## config.mk

```make
export PLATFORM = sky130hd
export DESIGN_NAME = beat_interval_heart_rate
export DESIGN_NICKNAME = d
export VERILOG_FILES = /design/src/hw/rtl/bihr_pkg.sv /design/src/hw/rtl/bihr_div.sv /design/src/hw/rtl/bihr_dp.sv /design/src/hw/rtl/bihr_ctrl.sv /design/src/hw/rtl/beat_interval_heart_rate.sv
export SDC_FILE = /design/constraint.sdc
export NUM_CORES = 2
export LEC_CHECK = 0
export BUFFER_PORTS_ARGS = -buffer_cell sky130_fd_sc_hd__buf_2
export CAP_MARGIN = 20
export CORE_MARGIN = 2
export CORE_UTILIZATION = 45
export DETAILED_ROUTE_END_ITERATION = 8
export PLACE_DENSITY_LB_ADDON = 0.2
export SLEW_MARGIN = 20
export SYNTH_ARGS = -nofsm -noshare
export SYNTH_HDL_FRONTEND = slang
export SYNTH_SLANG_ARGS = --single-unit
```

## constraint.sdc

```tcl
create_clock -name clk -period 10.3 [get_ports clk]
set_input_delay 0.515 -clock clk [delete_from_list [all_inputs] [get_ports clk]]
set_output_delay 0.515 -clock clk [all_outputs]
set_load 0.05 [all_outputs]
```

## src/hw/rtl/bihr_pkg.sv

```systemverilog
// shared types, command/status structs and constants for the beat interval heart rate block
package bihr_pkg;

  // configuration port
  localparam int unsigned CFG_IDX_W  = 1;
  localparam int unsigned CFG_DATA_W = 16;
  localparam logic [CFG_IDX_W-1:0] CFG_CALIB_LIMIT = 1'b0;
  localparam logic [CFG_IDX_W-1:0] CFG_RATE_OFFSET = 1'b1;

  // field widths
  localparam int unsigned LIMIT_W  = 16;
  localparam int unsigned OFFSET_W = 6;
  localparam int unsigned TIME_W   = 32;
  localparam int unsigned RATE_W   = 8;

  localparam logic [LIMIT_W-1:0]  CALIB_LIMIT_RST = 16'd1000;
  localparam logic [OFFSET_W-1:0] RATE_OFFSET_RST = 6'd6;

  // arithmetic constants
  localparam logic [15:0]         MS_PER_MIN = 16'd60000;
  localparam logic [RATE_W-1:0]   RATE_MAX   = 8'd255;
  localparam logic [OFFSET_W-1:0] RATE_MIN   = 6'd60;
  localparam logic [3:0]          RATIO_HI   = 4'd13;
  localparam logic [3:0]          RATIO_LO   = 4'd10;

  // divider widths: dividends never exceed 20 bits, divisors may take the full interval
  localparam int unsigned DVD_W = 20;
  localparam int unsigned DVS_W = 32;

  // request operation codes
  localparam logic OP_BEAT    = 1'b0;
  localparam logic OP_RESTART = 1'b1;

  // divider divisor selection
  typedef logic div_sel_t;
  localparam div_sel_t DIV_RATE_REF   = 1'b0;
  localparam div_sel_t DIV_RATE_DELTA = 1'b1;

  typedef struct packed {
    logic              operation;
    logic [TIME_W-1:0] beat_time_ms;
  } in_t;

  typedef struct packed {
    logic [RATE_W-1:0] bpm;
    logic              calibrated;
    logic              beat_accepted;
  } out_t;

  typedef struct packed {
    logic     capture;
    logic     eval;
    logic     div_start;
    div_sel_t div_sel;
    logic     ref_load;
    logic     rate_load;
    logic     rate_max;
    logic     push;
    logic     cur_from_rate;
    logic     cur_from_avg;
    logic     out_load;
  } cmd_t;

  typedef struct packed {
    logic restart;
    logic calib_done;
    logic calib_ok;
    logic calib_last;
    logic post_ok;
    logic ref_zero;
    logic ring_full;
    logic div_busy;
    logic div_done;
    logic out_free;
  } sts_t;

endpackage

```

## src/hw/rtl/bihr_div.sv

```systemverilog
// restoring divider, one quotient bit per cycle
module bihr_div (
  input  logic                      clk,
  input  logic                      rst_n,
  input  logic                      start,
  input  logic [bihr_pkg::DVD_W-1:0] dividend,
  input  logic [bihr_pkg::DVS_W-1:0] divisor,
  output logic                      busy,
  output logic                      done,
  output logic [bihr_pkg::DVD_W-1:0] quotient
);
  import bihr_pkg::*;

  localparam int unsigned CNT_W = $clog2(DVD_W + 1);

  logic             busy_r;
  logic             done_r;
  logic [CNT_W-1:0] cnt_r;
  logic [DVD_W-1:0] rem_r, rem_nxt;
  logic [DVD_W-1:0] quo_r, quo_nxt;
  logic [DVS_W-1:0] dvs_r;
  logic [DVD_W:0]   rem_sh;
  logic [DVS_W:0]   diff;

  always_comb begin
    rem_sh = {rem_r, quo_r[DVD_W-1]};
    diff   = {{(DVS_W-DVD_W){1'b0}}, rem_sh} - {1'b0, dvs_r};
    if (!diff[DVS_W]) begin
      rem_nxt = diff[DVD_W-1:0];
    end else begin
      rem_nxt = rem_sh[DVD_W-1:0];
    end
    quo_nxt = {quo_r[DVD_W-2:0], ~diff[DVS_W]};
  end

  always_ff @(posedge clk) begin
    if (!rst_n) begin
      busy_r <= 1'b0;
      done_r <= 1'b0;
      cnt_r  <= '0;
    end else begin
      done_r <= 1'b0;
      if (start) begin
        busy_r <= 1'b1;
        cnt_r  <= CNT_W'(DVD_W);
      end else if (busy_r) begin
        cnt_r <= cnt_r - 1'b1;
        if (cnt_r == CNT_W'(1)) begin
          busy_r <= 1'b0;
          done_r <= 1'b1;
        end
      end
    end
  end

  always_ff @(posedge clk) begin
    if (start) begin
      rem_r <= '0;
      quo_r <= dividend;
      dvs_r <= divisor;
    end else if (busy_r) begin
      rem_r <= rem_nxt;
      quo_r <= quo_nxt;
    end
  end

  assign busy     = busy_r;
  assign done     = done_r;
  assign quotient = quo_r;

  a_div_latency: assert property (@(posedge clk) disable iff (!rst_n)
    start |-> ##(DVD_W + 1) done_r)
    else $error("divider did not finish in the expected number of cycles");

endmodule

```

## src/hw/rtl/bihr_dp.sv

```systemverilog
// datapath: config registers, calibration, acceptance checks, rate ring and result register
module bihr_dp #(
  parameter int unsigned CALIB_DEPTH = 4,
  parameter int unsigned RATE_DEPTH  = 4
) (
  input  logic                           clk,
  input  logic                           rst_n,
  input  logic                           cfg_wr_en,
  input  logic [bihr_pkg::CFG_IDX_W-1:0]  cfg_idx,
  input  logic [bihr_pkg::CFG_DATA_W-1:0] cfg_wdata,
  input  bihr_pkg::in_t                  in_data,
  input  bihr_pkg::cmd_t                 cmd,
  output bihr_pkg::sts_t                 sts,
  output logic                           out_valid,
  input  logic                           out_ready,
  output bihr_pkg::out_t                 out_data
);
  import bihr_pkg::*;

  localparam int unsigned CNT_W  = $clog2(CALIB_DEPTH + 1);
  localparam int unsigned SUM_W  = LIMIT_W + CNT_W;
  localparam int unsigned FILL_W = $clog2(RATE_DEPTH + 1);
  localparam int unsigned HEAD_W = (RATE_DEPTH > 1) ? $clog2(RATE_DEPTH) : 1;
  localparam int unsigned RSUM_W = RATE_W + FILL_W;

  // constant divides as reciprocal multiplies, exact for every operand below 2^width
  localparam int unsigned MEAN_SH = SUM_W + $clog2(CALIB_DEPTH);
  localparam int unsigned MEAN_MW = MEAN_SH + 1;
  localparam logic [MEAN_MW-1:0] MEAN_MUL =
    MEAN_MW'(((64'd1 << MEAN_SH) + 64'(CALIB_DEPTH) - 64'd1) / 64'(CALIB_DEPTH));
  localparam int unsigned AVG_SH  = RSUM_W + $clog2(RATE_DEPTH);
  localparam int unsigned AVG_MW  = AVG_SH + 1;
  localparam logic [AVG_MW-1:0] AVG_MUL =
    AVG_MW'(((64'd1 << AVG_SH) + 64'(RATE_DEPTH) - 64'd1) / 64'(RATE_DEPTH));

  // config
  logic [LIMIT_W-1:0]  limit_r;
  logic [OFFSET_W-1:0] offset_r;

  // architectural state
  logic [TIME_W-1:0] last_r;
  logic              calib_done_r;
  logic [SUM_W-1:0]  calib_sum_r;
  logic [CNT_W-1:0]  calib_count_r;
  logic [TIME_W-1:0] ref_r;
  logic [RATE_W-1:0] ring_r [RATE_DEPTH];
  logic [FILL_W-1:0] fill_r;
  logic [HEAD_W-1:0] head_r;
  logic [RSUM_W-1:0] rsum_r;
  logic [RATE_W-1:0] cur_r;

  // per request working registers
  logic              op_r;
  logic [TIME_W-1:0] delta_r;
  logic [RATE_W-1:0] rate_r;
  logic              acc_r;
  logic              out_valid_r;
  out_t              out_data_r;

  // combinational
  logic [TIME_W-1:0]  delta_in;
  logic               calib_ok;
  logic [CNT_W-1:0]   count_inc;
  logic               calib_last;
  logic [SUM_W-1:0]   sum_inc;
  logic [SUM_W+MEAN_MW-1:0] mean_prod;
  logic [SUM_W-1:0]   calib_mean;
  logic [RSUM_W+AVG_MW-1:0] avg_prod;
  logic [RSUM_W-1:0]  ring_avg;
  logic [OFFSET_W-1:0] lo_coef;
  logic [RATE_W-1:0]  hi_coef;
  logic [37:0]        lo_prod;
  logic [39:0]        hi_prod;
  logic               above, below;
  logic [35:0]        d10, d13, r10, r13;
  logic               ratio_ok;
  logic               post_ok;
  logic [DVD_W-1:0]   div_dvd;
  logic [DVS_W-1:0]   div_dvs;
  logic               div_busy, div_done;
  logic [DVD_W-1:0]   div_quo;
  logic [DVD_W:0]     rate_sum;
  logic [RATE_W-1:0]  rate_sat;
  logic               ring_full;
  logic [RSUM_W-1:0]  rsum_drop;
  logic [HEAD_W-1:0]  head_inc;
  logic               out_free;

  assign delta_in   = in_data.beat_time_ms - last_r;
  assign calib_ok   = delta_r < {{(TIME_W-LIMIT_W){1'b0}}, limit_r};
  assign count_inc  = calib_count_r + 1'b1;
  assign calib_last = count_inc == CNT_W'(CALIB_DEPTH);
  // only used when the interval is below the 16-bit limit
  assign sum_inc    = calib_sum_r + SUM_W'(delta_r[LIMIT_W-1:0]);

  assign mean_prod  = (SUM_W+MEAN_MW)'(calib_sum_r) * (SUM_W+MEAN_MW)'(MEAN_MUL);
  assign calib_mean = SUM_W'(mean_prod >> MEAN_SH);
  assign avg_prod   = (RSUM_W+AVG_MW)'(rsum_r) * (RSUM_W+AVG_MW)'(AVG_MUL);
  assign ring_avg   = RSUM_W'(avg_prod >> AVG_SH);

  // rate = 60000/d + off strictly between 60 and 255, rewritten without a divide
  assign lo_coef  = RATE_MIN - offset_r;
  assign hi_coef  = RATE_MAX - RATE_W'(offset_r);
  assign lo_prod  = {32'b0, lo_coef} * {6'b0, delta_r};
  assign hi_prod  = {32'b0, hi_coef} * {8'b0, delta_r};
  assign above    = (offset_r >= RATE_MIN) || (lo_prod < 38'(MS_PER_MIN));
  assign below    = hi_prod > 40'(MS_PER_MIN);

  // reference window 10/13 .. 13/10
  assign d10      = 36'(delta_r) * 36'(RATIO_LO);
  assign d13      = 36'(delta_r) * 36'(RATIO_HI);
  assign r10      = 36'(ref_r) * 36'(RATIO_LO);
  assign r13      = 36'(ref_r) * 36'(RATIO_HI);
  assign ratio_ok = !(d10 > r13) && !(d13 < r10);
  assign post_ok  = above && below && ratio_ok && (delta_r != '0);

  assign div_dvd = DVD_W'(MS_PER_MIN);
  assign div_dvs = (cmd.div_sel == DIV_RATE_REF) ? ref_r : delta_r;

  bihr_div u_div (
    .clk      (clk),
    .rst_n    (rst_n),
    .start    (cmd.div_start),
    .dividend (div_dvd),
    .divisor  (div_dvs),
    .busy     (div_busy),
    .done     (div_done),
    .quotient (div_quo)
  );

  assign rate_sum  = {1'b0, div_quo} + (DVD_W+1)'(offset_r);
  assign rate_sat  = (rate_sum > (DVD_W+1)'(RATE_MAX)) ? RATE_MAX : rate_sum[RATE_W-1:0];
  assign ring_full = fill_r == FILL_W'(RATE_DEPTH);
  // oldest entry leaves the sum once the ring has wrapped
  assign rsum_drop = ring_full ? RSUM_W'(ring_r[head_r]) : '0;
  assign head_inc  = (head_r == HEAD_W'(RATE_DEPTH - 1)) ? '0 : head_r + 1'b1;
  assign out_free  = !out_valid_r || out_ready;

  always_ff @(posedge clk) begin
    if (!rst_n) begin
      limit_r       <= CALIB_LIMIT_RST;
      offset_r      <= RATE_OFFSET_RST;
      last_r        <= '0;
      calib_done_r  <= 1'b0;
      calib_sum_r   <= '0;
      calib_count_r <= '0;
      ref_r         <= '0;
      fill_r        <= '0;
      head_r        <= '0;
      rsum_r        <= '0;
      cur_r         <= '0;
      out_valid_r   <= 1'b0;
    end else begin
      if (cfg_wr_en) begin
        unique case (cfg_idx)
          CFG_CALIB_LIMIT: limit_r  <= cfg_wdata;
          CFG_RATE_OFFSET: offset_r <= cfg_wdata[OFFSET_W-1:0];
        endcase
      end
      if (cmd.capture && in_data.operation == OP_BEAT) begin
        last_r <= in_data.beat_time_ms;
      end
      if (cmd.eval) begin
        if (op_r == OP_RESTART) begin
          calib_done_r  <= 1'b0;
          calib_sum_r   <= '0;
          calib_count_r <= '0;
        end else if (!calib_done_r) begin
          if (calib_ok) begin
            if (calib_last) begin
              // full sum registered first so the mean is taken from a register
              calib_done_r  <= 1'b1;
              calib_sum_r   <= sum_inc;
              calib_count_r <= '0;
            end else begin
              calib_sum_r   <= sum_inc;
              calib_count_r <= count_inc;
            end
          end
        end else if (post_ok) begin
          ref_r <= delta_r;
        end
      end
      if (cmd.ref_load) begin
        ref_r       <= TIME_W'(calib_mean);
        calib_sum_r <= '0;
      end
      if (cmd.push) begin
        head_r <= head_inc;
        rsum_r <= rsum_r - rsum_drop + RSUM_W'(rate_r);
        if (!ring_full) begin
          fill_r <= fill_r + 1'b1;
        end
        if (cmd.cur_from_rate) begin
          cur_r <= rate_r;
        end
      end
      if (cmd.cur_from_avg) begin
        cur_r <= ring_avg[RATE_W-1:0];
      end
      if (cmd.out_load) begin
        out_valid_r <= 1'b1;
      end else if (out_ready) begin
        out_valid_r <= 1'b0;
      end
    end
  end

  always_ff @(posedge clk) begin
    if (cmd.capture) begin
      op_r    <= in_data.operation;
      delta_r <= delta_in;
    end
    if (cmd.eval) begin
      if (op_r == OP_RESTART) begin
        acc_r <= 1'b0;
      end else if (!calib_done_r) begin
        acc_r <= calib_ok;
      end else begin
        acc_r <= post_ok;
      end
    end
    if (cmd.rate_max) begin
      rate_r <= RATE_MAX;
    end else if (cmd.rate_load) begin
      rate_r <= rate_sat;
    end
    if (cmd.push) begin
      ring_r[head_r] <= rate_r;
    end
    if (cmd.out_load) begin
      out_data_r.bpm           <= cur_r;
      out_data_r.calibrated    <= calib_done_r;
      out_data_r.beat_accepted <= acc_r;
    end
  end

  always_comb begin
    sts            = '0;
    sts.restart    = op_r == OP_RESTART;
    sts.calib_done = calib_done_r;
    sts.calib_ok   = calib_ok;
    sts.calib_last = calib_last;
    sts.post_ok    = post_ok;
    sts.ref_zero   = ref_r == '0;
    sts.ring_full  = ring_full;
    sts.div_busy   = div_busy;
    sts.div_done   = div_done;
    sts.out_free   = out_free;
  end

  assign out_valid = out_valid_r;
  assign out_data  = out_data_r;

  a_calib_cleared: assert property (@(posedge clk) disable iff (!rst_n)
    calib_done_r |-> calib_count_r == '0)
    else $error("calibration count left nonzero after calibration");

  a_fill_bound: assert property (@(posedge clk) disable iff (!rst_n)
    fill_r <= FILL_W'(RATE_DEPTH))
    else $error("rate ring fill beyond depth");

endmodule

```

## src/hw/rtl/bihr_ctrl.sv

```systemverilog
// controller: sequences capture, checks, divisions, ring update and result hand-off
module bihr_ctrl (
  input  logic           clk,
  input  logic           rst_n,
  input  logic           in_valid,
  output logic           in_ready,
  input  bihr_pkg::sts_t sts,
  output bihr_pkg::cmd_t cmd
);
  import bihr_pkg::*;

  localparam logic [3:0] S_IDLE     = 4'd0;
  localparam logic [3:0] S_EVAL     = 4'd1;
  localparam logic [3:0] S_MEAN     = 4'd2;
  localparam logic [3:0] S_MEAN_CHK = 4'd3;
  localparam logic [3:0] S_DIV_RATE = 4'd4;
  localparam logic [3:0] S_PUSH     = 4'd5;
  localparam logic [3:0] S_AVG_CHK  = 4'd6;
  localparam logic [3:0] S_FINISH   = 4'd7;

  logic [3:0] state_r, state_nxt;
  logic       cal_path_r, cal_path_nxt;

  always_comb begin
    cmd          = '0;
    state_nxt    = state_r;
    cal_path_nxt = cal_path_r;
    unique case (state_r)
      S_IDLE: begin
        if (in_valid) begin
          cmd.capture = 1'b1;
          state_nxt   = S_EVAL;
        end
      end
      S_EVAL: begin
        cmd.eval = 1'b1;
        if (sts.restart) begin
          state_nxt = S_FINISH;
        end else if (!sts.calib_done) begin
          if (sts.calib_ok && sts.calib_last) begin
            cal_path_nxt = 1'b1;
            state_nxt    = S_MEAN;
          end else begin
            state_nxt = S_FINISH;
          end
        end else if (sts.post_ok) begin
          cmd.div_start = 1'b1;
          cmd.div_sel   = DIV_RATE_DELTA;
          cal_path_nxt  = 1'b0;
          state_nxt     = S_DIV_RATE;
        end else begin
          state_nxt = S_FINISH;
        end
      end
      S_MEAN: begin
        cmd.ref_load = 1'b1;
        state_nxt    = S_MEAN_CHK;
      end
      S_MEAN_CHK: begin
        // zero mean saturates the first rate
        if (sts.ref_zero) begin
          cmd.rate_max = 1'b1;
          state_nxt    = S_PUSH;
        end else begin
          cmd.div_start = 1'b1;
          cmd.div_sel   = DIV_RATE_REF;
          state_nxt     = S_DIV_RATE;
        end
      end
      S_DIV_RATE: begin
        if (sts.div_done) begin
          cmd.rate_load = 1'b1;
          state_nxt     = S_PUSH;
        end
      end
      S_PUSH: begin
        cmd.push          = 1'b1;
        cmd.cur_from_rate = cal_path_r;
        state_nxt         = cal_path_r ? S_FINISH : S_AVG_CHK;
      end
      S_AVG_CHK: begin
        cmd.cur_from_avg = sts.ring_full;
        state_nxt        = S_FINISH;
      end
      S_FINISH: begin
        if (sts.out_free) begin
          cmd.out_load = 1'b1;
          state_nxt    = S_IDLE;
        end
      end
      default: begin
        state_nxt = S_IDLE;
      end
    endcase
  end

  always_ff @(posedge clk) begin
    if (!rst_n) begin
      state_r    <= S_IDLE;
      cal_path_r <= 1'b0;
    end else begin
      state_r    <= state_nxt;
      cal_path_r <= cal_path_nxt;
    end
  end

  assign in_ready = state_r == S_IDLE;

  a_div_idle_start: assert property (@(posedge clk) disable iff (!rst_n)
    cmd.div_start |-> !sts.div_busy)
    else $error("division started while divider busy");

  a_out_free_load: assert property (@(posedge clk) disable iff (!rst_n)
    cmd.out_load |-> sts.out_free)
    else $error("result loaded over an untaken result");

endmodule

```

## src/hw/rtl/beat_interval_heart_rate.sv

```systemverilog
// top level: heart rate from beat intervals with calibration and a ring average
//
// in_valid/in_ready carry one request: a beat with its millisecond timestamp, or a
// restart of calibration. out_valid/out_ready carry one result per request: the
// current heart rate, the calibrated flag and whether the beat was kept.
// cfg_wr_en writes cfg_wdata into register cfg_idx (0 calibration limit,
// 1 rate offset); write only while no request is in flight.
// One request is worked on at a time. A restart or a beat that is not kept has
// its result loaded straight after evaluation; a kept beat after calibration
// goes through one pass of the 20-step restoring divider for 60000 / interval,
// the ring push and the ring average check, and a beat that ends calibration
// loads the mean as reference and divides 60000 by it (no divide when the mean
// is zero). The calibration and ring means are constant reciprocal multiplies.
// in_ready returns in the cycle after the result is loaded.
// A result waiting on out_ready does not stop the next request; the next result
// waits in place until the first is taken, with in_ready low meanwhile.
// Synchronous reset returns to the idle state with all history cleared and the
// configuration at its defaults; the rate ring needs no clearing.
module beat_interval_heart_rate #(
  parameter int unsigned CALIB_DEPTH = 4,
  parameter int unsigned RATE_DEPTH  = 4
) (
  input  logic                           clk,
  input  logic                           rst_n,
  input  logic                           cfg_wr_en,
  input  logic [bihr_pkg::CFG_IDX_W-1:0]  cfg_idx,
  input  logic [bihr_pkg::CFG_DATA_W-1:0] cfg_wdata,
  input  logic                           in_valid,
  output logic                           in_ready,
  input  bihr_pkg::in_t                  in_data,
  output logic                           out_valid,
  input  logic                           out_ready,
  output bihr_pkg::out_t                 out_data
);
  import bihr_pkg::*;

  cmd_t cmd;
  sts_t sts;

  bihr_ctrl u_ctrl (
    .clk      (clk),
    .rst_n    (rst_n),
    .in_valid (in_valid),
    .in_ready (in_ready),
    .sts      (sts),
    .cmd      (cmd)
  );

  bihr_dp #(
    .CALIB_DEPTH (CALIB_DEPTH),
    .RATE_DEPTH  (RATE_DEPTH)
  ) u_dp (
    .clk       (clk),
    .rst_n     (rst_n),
    .cfg_wr_en (cfg_wr_en),
    .cfg_idx   (cfg_idx),
    .cfg_wdata (cfg_wdata),
    .in_data   (in_data),
    .cmd       (cmd),
    .sts       (sts),
    .out_valid (out_valid),
    .out_ready (out_ready),
    .out_data  (out_data)
  );

endmodule

```

### Word level (Yosys, flattened, before mapping)

Memory sizes are Yosys's and may differ from the RTL's. A register that Yosys moved wholly into a read port is not among the register bits.
Index checks and enable logic that the tools add are counted.

| storage, ports and cells | value |
|---|---|
| output and inout port bits | 12 |
| bits in writable memories | 32 |
| word-level logic and storage cells | 181 |
| memories kept | 1 |
| register bits after elaboration | 270 |
| input port bits | 55 |

| operators by class | value |
|---|---|
| add/sub/neg operators | 12 |
| bitwise logic cells | 7 |
| multiplexer cells | 67 |
| order comparisons | 7 |
| reductions and logical operators | 35 |
| equality and inequality tests | 17 |
| $mul | 6 |

Memory list:

| name | words | width | rd ports | clocked after memory_dff | wr ports | line | source |
|---|---|---|---|---|---|---|---|
| u_dp.ring_r | 4 | 8 | 1 | 1 | 1 | bihr_dp.sv:46 | `logic [RATE_W-1:0] ring_r [RATE_DEPTH];` |

Operators with widths:

| cell | count |
|---|---|
| $mux 17 | 5 |
| $mul 32x4->36 const B | 2 |
| $mul 32x3->35 const B | 2 |
| $mux 19 | 3 |
| $gt 40x16->1 const B | 1 |
| $mul 8x32->40 | 1 |
| $mux 8 | 5 |
| $lt 38x16->1 const B | 1 |
| $mul 6x32->38 | 1 |
| $gt 36x36->1 | 1 |
| $lt 36x36->1 | 1 |
| $sub 21x32->33 | 1 |
| $logic_not 32->1 | 1 |
| $lt 32x16->1 | 1 |
| $mux 32 | 1 |
| $pmux 4 s8 | 1 |
| $reduce_bool 32->1 | 1 |
| $sub 32x32->32 | 1 |
| $mux 1 | 29 |
| $add 20x6->21 | 1 |
| $gt 21x8->1 const B | 1 |
| $mux 20 | 1 |
| $add 19x16->19 | 1 |
| $mux 2 | 9 |
| other kinds (31) | 79 |

### Longest topological paths before layout

| logic depth | value |
|---|---|
| depth after elaboration | 12 |
| mapped depth | 33 |
| mapped depth without buffers | 31 |

### By module

Synthesis repeated with hierarchy kept, for this count alone.

| unflattened totals | value |
|---|---|
| cells, all modules | 4866 |
| area total of the unflattened synthesis | 41467.3 µm² |

By module, submodules not included:

| module | area an instance (µm²) | sequential area each (µm²) | cells an instance | times used |
|---|---|---|---|---|
| bihr_dp | 37084.3 | 5144.9 | 4442 | 1 |
| bihr_div | 4026.4 | 2102.0 | 370 | 1 |
| bihr_ctrl | 356.6 | 80.1 | 54 | 1 |

### Worst setup path before layout

OpenSTA, ideal clock, no wires.

| path | value |
|---|---|
| path kind | reg2reg |
| start | register u_dp.offset_r[1] |
| end | register u_dp.u_div.dvs_r[0] (enable) |
| path slack | 2.768 ns |
| data required time | 9.923 ns |
| data arrival time | 7.155 ns |
| cell stages (with the launch flop) | 26 |
| path through | dfxtp_1 > clkbuf_1 > inv_2 > buf_1 > ha_1 > xor2_1 > clkbuf_1 > nand2_1 > fa_1 > fa_1 > fa_1 > inv_1 > ha_1 > a21oi_1 > o21ai_0 > a2111oi_0 > nor3b_1 > o31a_1 > xor2_1 > or4_1 > nor4_1 > nand4_1 > o31a_1 > o21ai_1 > buf_2 > buf_2 |

RTL lines:

| item | line | source |
|---|---|---|
| start, declared | bihr_dp.sv:38 | `logic [OFFSET_W-1:0] offset_r;` |
| start signal, assigned | bihr_dp.sv:157 | `CFG_RATE_OFFSET: offset_r <= cfg_wdata[OFFSET_W-1:0];` |
| end signal, assigned | bihr_div.sv:60 | `dvs_r <= divisor;` |
| end, declared | bihr_div.sv:21 | `logic [DVS_W-1:0] dvs_r;` |

### Worst setup path after layout

| path | value |
|---|---|
| start | register u_dp.delta_r[2] |
| end | register u_dp.u_div.dvs_r[6] (data pin) |

| between the ends | value |
|---|---|
| cells in the longest elaborated chain, start to end | 11 |
| elaborated cells on any way between the ends | 21 |
| classes of those cells | mul (4); order compare (4); mux (5); reduce/logical (8) |

Ends and longest elaborated chain:

| item | line | source |
|---|---|---|
| start, declared | bihr_dp.sv:54 | `logic [TIME_W-1:0] delta_r;` |
| start signal, assigned | bihr_dp.sv:212 | `delta_r <= delta_in;` |
| $mul 6x32->38 (tied with other cells) | bihr_dp.sv:104 | `assign lo_prod = {32'b0, lo_coef} * {6'b0, delta_r};` |
| $lt 38x16->1 (tied with other cells) | bihr_dp.sv:106 | `assign above = (offset_r >= RATE_MIN) \|\| (lo_prod < 38'(MS_PER_MIN));` |
| $logic_or 1x1->1 / $logic_not 1->1 (equally long branches) | bihr_dp.sv:106, bihr_dp.sv:114 |  |
| $logic_and 1x1->1, on equally long branches | bihr_dp.sv:115, bihr_dp.sv:114 |  |
| $logic_and 1x1->1 | bihr_dp.sv:115 | `assign post_ok = above && below && ratio_ok && (delta_r != '0);` |
| $logic_and 1x1->1 * | bihr_dp.sv:115 |  |
| $mux 2 * | bihr_ctrl.sv:46 | `end else if (sts.post_ok) begin` |
| $mux 2 * | bihr_ctrl.sv:39 | `end else if (!sts.calib_done) begin` |
| $mux 2 * | bihr_ctrl.sv:37 | `if (sts.restart) begin` |
| $pmux 2 s2 * | bihr_ctrl.sv:28 | `unique case (state_r)` |
| $mux 32 * | bihr_dp.sv:118 | `assign div_dvs = (cmd.div_sel == DIV_RATE_REF) ? ref_r : delta_r;` |
| net u_dp.div_dvs[6] | bihr_dp.sv:79 | `logic [DVS_W-1:0] div_dvs;` |

The timed path passes the listed nets; every way through them passes the cells marked *.
A chain may end at the register's enable or synchronous reset.

==> results.tsv <==
metric	value	unit
status	finished, final reports clean	
cell occurring most often along the worst timing path	ha_1	
Setup Skew	0.0323	ns
# fillers	8866	
Critical Path Fanout Max	26	
synth warn	0	
share of post-route cells with drive strength above 1	5.39	%
arrival time worst endpoint	9.23	ns
CP Capture Type	register	
Mean Syn Cell Area	8.46	um2
Synth Flop Type	dfxtp_1	
number of port buffers	66	
overall via count from detail_route	33900	
clock insertion delay at the later pin of the skew report	0.59	ns
post-route fraction of the period consumed by the critical path	85.1	%
Net count, final	5844	
level count of the clock H-tree	2	
initial antenna violation count	2	
Pins Over Slew Limit	0	
slowest cell delay on critical path	0.80	ns
Post-Syn Nets	5833	
post-synth design cell area	0.0409	mm2
WP data required	10.76	ns
CTS sink cnt	302	
largest net degree at the start of global routing	82	
average wire per cell in the routed design	19.3	um
die extent in x	306	um
layout overhead on the synthesized area	7.44	%
total die area	0.0934	mm2
share of synthesized area occupied by flip-flops and latches	17.4	%
Worst Setup Slack, final	1.53	ns
number of placed I/O pins	67	
Final ANT Viol Nets	0	
Place WS	1.75	ns
Hold Crit Endpoint	u_dp.limit_r[5]	
wire length reported by the detailed router	117000	um
placeable core area	0.0900	mm2
Site Rows	110	
slew at the pin closest to its max-slew limit	1.13	ns
count of unique library cells instantiated by Yosys	86	
number of global-route vias before repair	33000	
CTS tree	built	
sum of negative setup slack	0	ns
hold violation count in the final report	0	
post-cts resize count	0	
most common library cells after synthesis	inv_1, ha_1, nand2_1, fa_1, nor2_1	
clk slew on worst S/H paths	0.06	ns
relative max-transition margin	23.5	%
Max Clk Rate	114	MHz
synthesized flop and latch total	302	
last weighted congestion value of the routability-driven placer	0.942	
number of buffer and inverter stages on the critical path	2	
number of synthesized flops with an enable pin	108	
Critical R2R Capture	u_dp.u_div.dvs_r[6]	
startpoint of the most critical register-to-register path	u_dp.delta_r[2]	
Overflow after GRT	0	
CTS Root Cell	clkbuf_16	
Setup Fix Bufs, Post-CTS	0	
Hold-fix buffers, CTS	0	
minimum clock period	8.77	ns
logic depth of the worst register-to-register path	29	
starting utilization of the core area	45.5	%
async set-reset flop share out of synthesis	0	%
starting DRC count in detailed routing	2384	
worst hold-check slack	0.175	ns
class of the most critical hold timing path	primary input to register	
Critical-path top delay cell	edfxtp_1	
overall routing resource usage	25.4	%
Hold Path Depth	3	
first-pass GRT wire length	187000	um
fraction of post-synthesis cell area in the top cell type by area	18.1	%
maximum buffer depth of the clock tree	3	
number of optimization iterations in the first detailed-route pass	6	
family with the most delay on the worst path	compound AO/OA/AOI/OAI gates	
Min-Delay Startpoint	cfg_wdata[5]	
most area-hungry cell type in the Yosys netlist	fa_1	
launch point of the critical path	u_dp.delta_r[2]	
Register-to-Register Setup Slack	1.53	ns
DPL Wire Length	93900	um
kind of launch point of the worst setup path	register	
number of buffers added by the clock tree synthesis step	37	
Setup CP Type	register to register	
cell count after synthesis	4838	
top cells by area in the synthesized netlist	fa_1, ha_1, dfxtp_1	
height of the die	306	um
DRC	0	
total of max-cap violations	0	
unrepaired setup endpoints after global routing	no	
most frequently used cell type in the post-synthesis netlist	inv_1	
number of vias per cell after detailed routing	5.60	
Setup-failing EPs final	0	
==> worst min-delay path, delay by kind of cell <==
| kind | cells | cell delay [ns] |
|---|---|---|
| buffers and inverters | 1 | 0.09 |
| and+or+nand+nor | 1 | 0.04 |
| AOI/OAI and AO/OA | 1 | 0.07 |
==> cell families after synthesis <==
family,count (synthesis),synth area share [%]
xor gates and xnor gates,231,4.94
buffers and inverters,899,8.34
AOI/OAI and AO/OA,987,15.8
and+or+nand+nor,1421,16.3
DFF,302,17.4
muxes,58,1.67
adders and majority gates,940,35.5
==> final cells by class <==
cell class	instances	area [um2]	area share, %
Clock buffer	46	991	2.25
Clock inverter	22	280	0.637
Timing Repair Buffer	142	926	2.11
Antenna cell	1	2.50	0.00569
Inverter	729	2740	6.22
Sequential cell	302	7130	16.2
Multi-Input combinational cell	3637	30400	69.2
Tap cell	1176	1470	3.35
==> state kept, by name (all words and copies together), names as in the netlist, 2 cells and up, named ones only <==
name	count
u_dp.offset_r	6
u_dp.fill_r	3
u_dp.u_div.quotient	20
u_dp.out_data	10
u_dp.calib_count_r	3
u_dp.ring_r	32
u_ctrl.state_r	3
u_dp.calib_sum_r	19
u_dp.head_r	2
u_dp.u_div.cnt_r	5
u_dp.u_div.rem_r	20
u_dp.u_div.dvs_r	32
u_dp.rate_r	8
u_dp.cur_r	8
u_dp.rsum_r	10
u_dp.delta_r	32
u_dp.limit_r	16
u_dp.last_r	32
u_dp.ref_r	32
==> routing by layer <==
layer,up-vias,GRT usage (%),routed length (um)
li1,16300,-,-
met1,16500,36.0,53900
met2,936,39.8,51800
met3,170,3.24,7090
met4,0,8.58,4280
met5,-,0,0
==> placed cells by master, fill, tap and decap left out, types with 60 or more instances in the layout <==
cell type,Yosys,final
edfxtp_1,108,108
nand3_1,95,95
nand2_1,470,470
xor2_1,78,77
o21ai_0,180,180
buf_2,7,66
inv_1,726,726
buf_4,1,74
nor3_1,65,64
a21o_1,94,94
nand2b_1,61,61
a21oi_1,307,307
nor2b_1,61,60
ha_1,569,569
fa_1,371,371
and2_1,113,113
xnor2_1,153,153
nor2_1,370,370
dfxtp_1,194,193
==> through the flow <==
stage	util [%]	std cells	cell area, um2
2_1_floorplan	-	4838	40900
3_3_place_gp	47.4	5986	42700
3_5_place_dp	47.4	5986	42700
4_1_cts	48.8	6054	44000
5_1_grt	48.8	6054	44000
6_report	48.9	6055	44000
==> worst max-delay path by stage <==
| stage | endpoint | slack, ns | depth (start not counted) |
|---|---|---|---|
| 4_1_cts | u_dp.u_div.dvs_r[6] | 1.66 | 29 |
| 3_5_place_dp | u_dp.u_div.dvs_r[6] | 1.75 | 29 |
| 6_report | u_dp.u_div.dvs_r[6] | 1.53 | 29 |
| 5_1_grt | u_dp.u_div.dvs_r[4] | 0.98 | 29 |
| 3_3_place_gp | u_dp.ref_r[16] | 1.84 | 21 |
| 2_1_floorplan | u_dp.u_div.dvs_r[0] | 2.77 | 25 |
Power is left out: the tool's default activity adds up to more than one toggle a clock period on the data nets, which glitch-free logic cannot reach.
